[src/rtl/rau_pkg.sv]
// Package: shared types and constants for the rational arithmetic unit.
package rau_pkg;

	localparam int VALUE_WIDTH_DEF = 32;
	localparam int WIDE_W = 64;
	localparam int DEN_OUT_W = 63;

	typedef enum logic [1:0] {
		ACT_ADD = 2'd0,
		ACT_SUB = 2'd1,
		ACT_MUL = 2'd2,
		ACT_DIV = 2'd3
	} action_t;

	typedef enum logic [1:0] {
		ST_OK = 2'd0,
		ST_ZERO_DEN = 2'd1,
		ST_DIV_ZERO = 2'd2,
		ST_RSVD = 2'd3
	} status_t;

	// Datapath phase select driven by the controller.
	typedef enum logic [2:0] {
		OP_NONE = 3'd0,
		OP_LOAD = 3'd1,
		OP_MUL1 = 3'd2,
		OP_MUL2 = 3'd3,
		OP_MUL3 = 3'd4,
		OP_MAG = 3'd5,
		OP_GCD = 3'd6,
		OP_DIV = 3'd7
	} dp_op_t;

	typedef struct packed {
		dp_op_t op;
		logic div_init;
	} dp_cmd_t;

	typedef struct packed {
		logic early;
		logic gcd_done;
		logic div_done;
	} dp_sts_t;

endpackage

[src/rtl/rau_ctrl.sv]
// Controller: sequences load, three products, gcd and the two exact divisions; error items skip to output.
module rau_ctrl (
	input  logic               clk,
	input  logic               arst_n,
	input  logic               in_fire,
	input  logic               out_busy,
	input  rau_pkg::dp_sts_t   sts,
	output rau_pkg::dp_cmd_t   cmd,
	output logic               idle,
	output logic               done
);
	import rau_pkg::*;

	typedef enum logic [8:0] {
		S_IDLE = 9'b0_0000_0001,
		S_MUL1 = 9'b0_0000_0010,
		S_MUL2 = 9'b0_0000_0100,
		S_MUL3 = 9'b0_0000_1000,
		S_MAG  = 9'b0_0001_0000,
		S_GCD  = 9'b0_0010_0000,
		S_DIVN = 9'b0_0100_0000,
		S_DIVD = 9'b0_1000_0000,
		S_OUT  = 9'b1_0000_0000
	} state_t;

	state_t state_q, state_d;

	assign idle = (state_q == S_IDLE);

	// Decode state into datapath command and next state
	always_comb begin
		state_d = state_q;
		cmd.op = OP_NONE;
		cmd.div_init = 1'b0;
		done = 1'b0;
		unique case (state_q)
			S_IDLE: begin
				if (in_fire) begin
					cmd.op = OP_LOAD;
					state_d = S_MUL1;
				end
			end
			S_MUL1: begin
				if (sts.early) state_d = S_OUT;
				else begin
					cmd.op = OP_MUL1;
					state_d = S_MUL2;
				end
			end
			S_MUL2: begin
				cmd.op = OP_MUL2;
				state_d = S_MUL3;
			end
			S_MUL3: begin
				cmd.op = OP_MUL3;
				state_d = S_MAG;
			end
			S_MAG: begin
				cmd.op = OP_MAG;
				state_d = S_GCD;
			end
			S_GCD: begin
				cmd.op = OP_GCD;
				if (sts.gcd_done) begin
					cmd.div_init = 1'b1;
					state_d = S_DIVN;
				end
			end
			S_DIVN: begin
				cmd.op = OP_DIV;
				if (sts.div_done) begin
					cmd.div_init = 1'b1;
					state_d = S_DIVD;
				end
			end
			S_DIVD: begin
				cmd.op = OP_DIV;
				if (sts.div_done) state_d = S_OUT;
			end
			S_OUT: begin
				if (!out_busy) begin
					done = 1'b1;
					state_d = S_IDLE;
				end
			end
			default: state_d = S_IDLE;
		endcase
	end

	always_ff @(posedge clk or negedge arst_n) begin
		if (!arst_n) state_q <= S_IDLE;
		else state_q <= state_d;
	end

`ifndef SYNTH
	a_onehot: assert property (@(posedge clk) disable iff (!arst_n) $onehot(state_q))
		else $error("state not one-hot");
	a_fire_idle: assert property (@(posedge clk) disable iff (!arst_n)
		in_fire |-> state_q == S_IDLE) else $error("item taken while busy");
	a_load_next: assert property (@(posedge clk) disable iff (!arst_n)
		in_fire |=> state_q == S_MUL1) else $error("load did not advance");
`endif
endmodule

[config.mk]
export PLATFORM = sky130hd
export DESIGN_NAME = rau_ctrl
export DESIGN_NICKNAME = d
export VERILOG_FILES = /design/src/rtl/rau_pkg.sv /design/src/rtl/rau_ctrl.sv
export SDC_FILE = /design/constraint.sdc
export NUM_CORES = 1
export LEC_CHECK = 0
export ABC_CLOCK_PERIOD_IN_PS = 3100
export BUFFER_PORTS_ARGS = -buffer_cell sky130_fd_sc_hd__buf_4
export CORE_MARGIN = 2
export CORE_UTILIZATION = 41
export CTS_CLUSTER_SIZE = 10
export DETAILED_ROUTE_END_ITERATION = 6
export GPL_TIMING_DRIVEN = 0
export PLACE_DENSITY_LB_ADDON = 0.3
export REMOVE_ABC_BUFFERS = 1
export SETUP_SLACK_MARGIN = 0.02
export SLEW_MARGIN = 20
export SYNTH_ARGS = -nofsm -noshare
export SYNTH_HDL_FRONTEND = slang
export SYNTH_SLANG_ARGS = --single-unit
export TNS_END_PERCENT = 20
[constraint.sdc]
create_clock -name clk -period 3.1 [get_ports clk]
set_input_delay 0.31 -clock clk [delete_from_list [all_inputs] [get_ports clk]]
set_output_delay 0.31 -clock clk [all_outputs]
set_load 0.005 [all_outputs]
==> qor.csv <==
stage,metric,value,unit
flow_run,cap_violations,0,
cts,clock_latency,0.26,ns
final_layout,largest_reg_flops,9,
final_layout,layout_commonest_cell,buf_4,
drt,routedWlPerCell,14.79,um
placed_design,placed_area,764.5,sq um
cts,cts_tree,yes,
placed_design,gp_congestion,0.8527,
cts,hold_buffers,1,
hold_path,min_to,state_q[2]$_DFFE_PN0P_,
final_layout,reg_top3,state_q: 9 flops,
global_routing,grt_max_degree,14,
sta,rsz0062_at_grt,no,
drt,postRouteAntennaNets,0,
synthesis,syn_area,689.4,sq um
sta,finalSetupViolations,0,
floorplan,die_w,45.01,um
floorplan,initial_core_util,0.4472,
global_routing,grt_use_total,0.1880,
cts,root_buffer,clkbuf_4,
worst_setup_path,critical_path_arrival,2.19,ns
synthesis,postSynthRegisterBits,9,
final_layout,area_delta_synth_final,16.15,%
floorplan,std_cell_rows,14,
floorplan,core-area,0.001541,sq mm
worst_setup_path,cpMaxStageDelayCell,or3_2,
final_layout,filler_cell_count,152,
worst_setup_path,crit_required,2.79,ns
synthesis,seq_area_frac_synth,0.3285,
sta,hold_violations,0,
sta,period_share,0.8079,
power_and_ir_drop,power_density,586.8,mW/mm^2
worst_setup_path,reg2reg_from,state_q[4]$_DFFE_PN0P_,
final_layout,nets,100,
sta,drv_slew,0,
floorplan,die_h,45.01,um
final_layout,layout_common_cells,"buf_4 (12), dfrtp_1 (8), nor3_1 (7), nor4_1 (6)",
cts,cts_buffers,3,
floorplan,die-area,0.002025,sq mm
power_and_ir_drop,ir_drop,0.4240,mV
placed_design,dp_cells,103,
floorplan,ios,13,
worst_setup_path,reg2reg_to,state_q[7]$_DFFE_PN0P_,
cts,h-tree-depth,1,
global_routing,antenna_found_initial,0,
hold_path,holdCritStartpoint,sts[2],
synthesis,synth_cells,81,
synthesis,syn-mean-instance-area,8.511,sq um
placed_design,port_buffers,12,
power_and_ir_drop,power.leakage,0.3732,nW
sta,fin_tns_setup,0,ns
drt,drt_iter0_markers,13,
sta,skew,0.005780,ns
sta,max_slew_margin,0.6360,
global_routing,grt_pass1_vias,648,
synthesis,ys_warn_count,0,
cts,clock_sinks,9,
worst_setup_path,critPathMaxStageDelay,0.55,ns
sta,max_freq,399.3,MHz
cts,cts_setup_buffers,0,
worst_setup_path,worstPathCellList,or3_2 -> nor4_1 -> a311o_1 -> or2_2 -> buf_4,
final_layout,final_cells,108,
synthesis,synth_ff_type,dfrtp_1,
worst_setup_path,regToRegSetupSlack,0.91,ns
sta,max_slew.worst_pin.slew,0.5410,ns
sta,min_period,2.504,ns
synthesis,async_flop_share,1.000,
final_layout,final_cell_area,800.8,sq um
final_layout,diodes,0,
final_layout,drive_gt1_frac,0.2826,
cts,ctsResizeCount,0,
synthesis,ys_types,39,
worst_setup_path,worstSetupPathType,reg2out,
drt,route.vias.total,671,
worst_setup_path,cp_max_fo,7,
hold_path,hp-class,in2reg,
outcome,status,"complete, no violations",
worst_setup_path,start_kind,flip-flop,
drt,drt_pre_antenna_iters,4,
worst_setup_path,reg2regPathDepth,4,
global_routing,grt_pass1_wl,2725,um
synthesis,synth_top_area_share,0.2904,
placed_design,hpwl,1228,um
synthesis,yosys.area.top_type,dfrtp_1,
synthesis,synth_edf_count,0,
final_layout,regMostFlops,state_q,
cts,clk_pin_slew_worst_paths,0.06,ns
worst_setup_path,worstSetupEndpointType,output port,
hold_path,min_path_cells,2,
drt,drc,0,
drt,drt_wl_total,1597,um
cts,clockBufferDepth,2,
synthesis,synthTopCellsByArea,"dfrtp_1 (29%), nor4_1 (5.4%), nor3_1 (5.1%)",
global_routing,overflow,0,
drt,viasPerCell,6.213,
power_and_ir_drop,p_total,0.4699,mW
## power breakdown
| part | internal (mW) | total [mW] | switching (mW) | leakage [nW] |
|---|---|---|---|---|
| Sequential | 0.140 | 0.171 | 0.0310 | 0.121 |
| Combinational | 0.108 | 0.213 | 0.105 | 0.237 |
| Clock | 0.0494 | 0.0864 | 0.0370 | 0.0150 |
## how the worst max path moves through the flow
| stage | from | endpoint | slack (ns) | depth (start not counted) |
|---|---|---|---|---|
| 2_1_floorplan | state_q[4]$_DFFE_PN0P_ | state_q[7]$_DFFE_PN0P_ | 1.03 | 4 |
| 3_3_place_gp | state_q[4]$_DFFE_PN0P_ | cmd[2] | 0.88 | 5 |
| 3_5_place_dp | state_q[3]$_DFFE_PN0P_ | cmd[2] | 0.88 | 5 |
| 4_1_cts | state_q[3]$_DFFE_PN0P_ | cmd[2] | 0.60 | 5 |
| 5_1_grt | state_q[3]$_DFFE_PN0P_ | cmd[2] | 0.45 | 5 |
| 6_report | state_q[3]$_DFFE_PN0P_ | cmd[2] | 0.60 | 5 |
## Yosys cell counts, types with 3 or more instances
library cell  instances
dfrtp_1               8
inv_1                 3
nand2_1               5
nand2b_1              3
nand3_1               3
nor2_1                5
nor3_1                7
nor4_1                6
or2_2                 3
## layer usage
layer,GRT usage,up-vias,share of wire
li1,-,327,-
met1,0.2217,317,0.45
met2,0.3000,23,0.45
met3,0.07600,4,0.073
met4,0.08235,0,0.022
met5,0,-,0
## cells by family after synthesis
| kind of cell | after synthesis | synth area share |
|---|---|---|
| AOI/OAI and AO/OA | 13 | 0.1398 |
| xor gates and xnor gates | 3 | 0.03812 |
| buffers and inverters | 9 | 0.06714 |
| DFF | 9 | 0.3285 |
| muxes | 1 | 0.02177 |
| and+or+nand+nor | 46 | 0.4048 |
## metrics by stage
step	util	hold WS (ns)	worst slack [ns]
6_report	0.5195	0.2369	0.5956
5_1_grt	0.5195	0.2262	0.4519
4_1_cts	0.5195	0.2320	0.5955
3_5_place_dp	0.4959	0.1357	0.8833
3_3_place_gp	0.4959	0.1345	0.8820
2_1_floorplan	-	0.01441	1.032
## final cells by class
class,count,area (sq um),share of cell area
multi-input cells,63,416.7,0.5203
flip-flops and latches,9,226.5,0.2828
repair buffers,13,100.1,0.1250
clock buffers,4,26.28,0.03281
well taps,16,20.02,0.02500
inverters,3,11.26,0.01406
## worst max-delay path, delay by kind of cell (launching register included)
kind	cells	cell delay (ns)
compound gates	1	0.22
buf+inv	1	0.10
flops	1	0.47
simple gates	3	1.14
(Power assumes the default switching activity.)
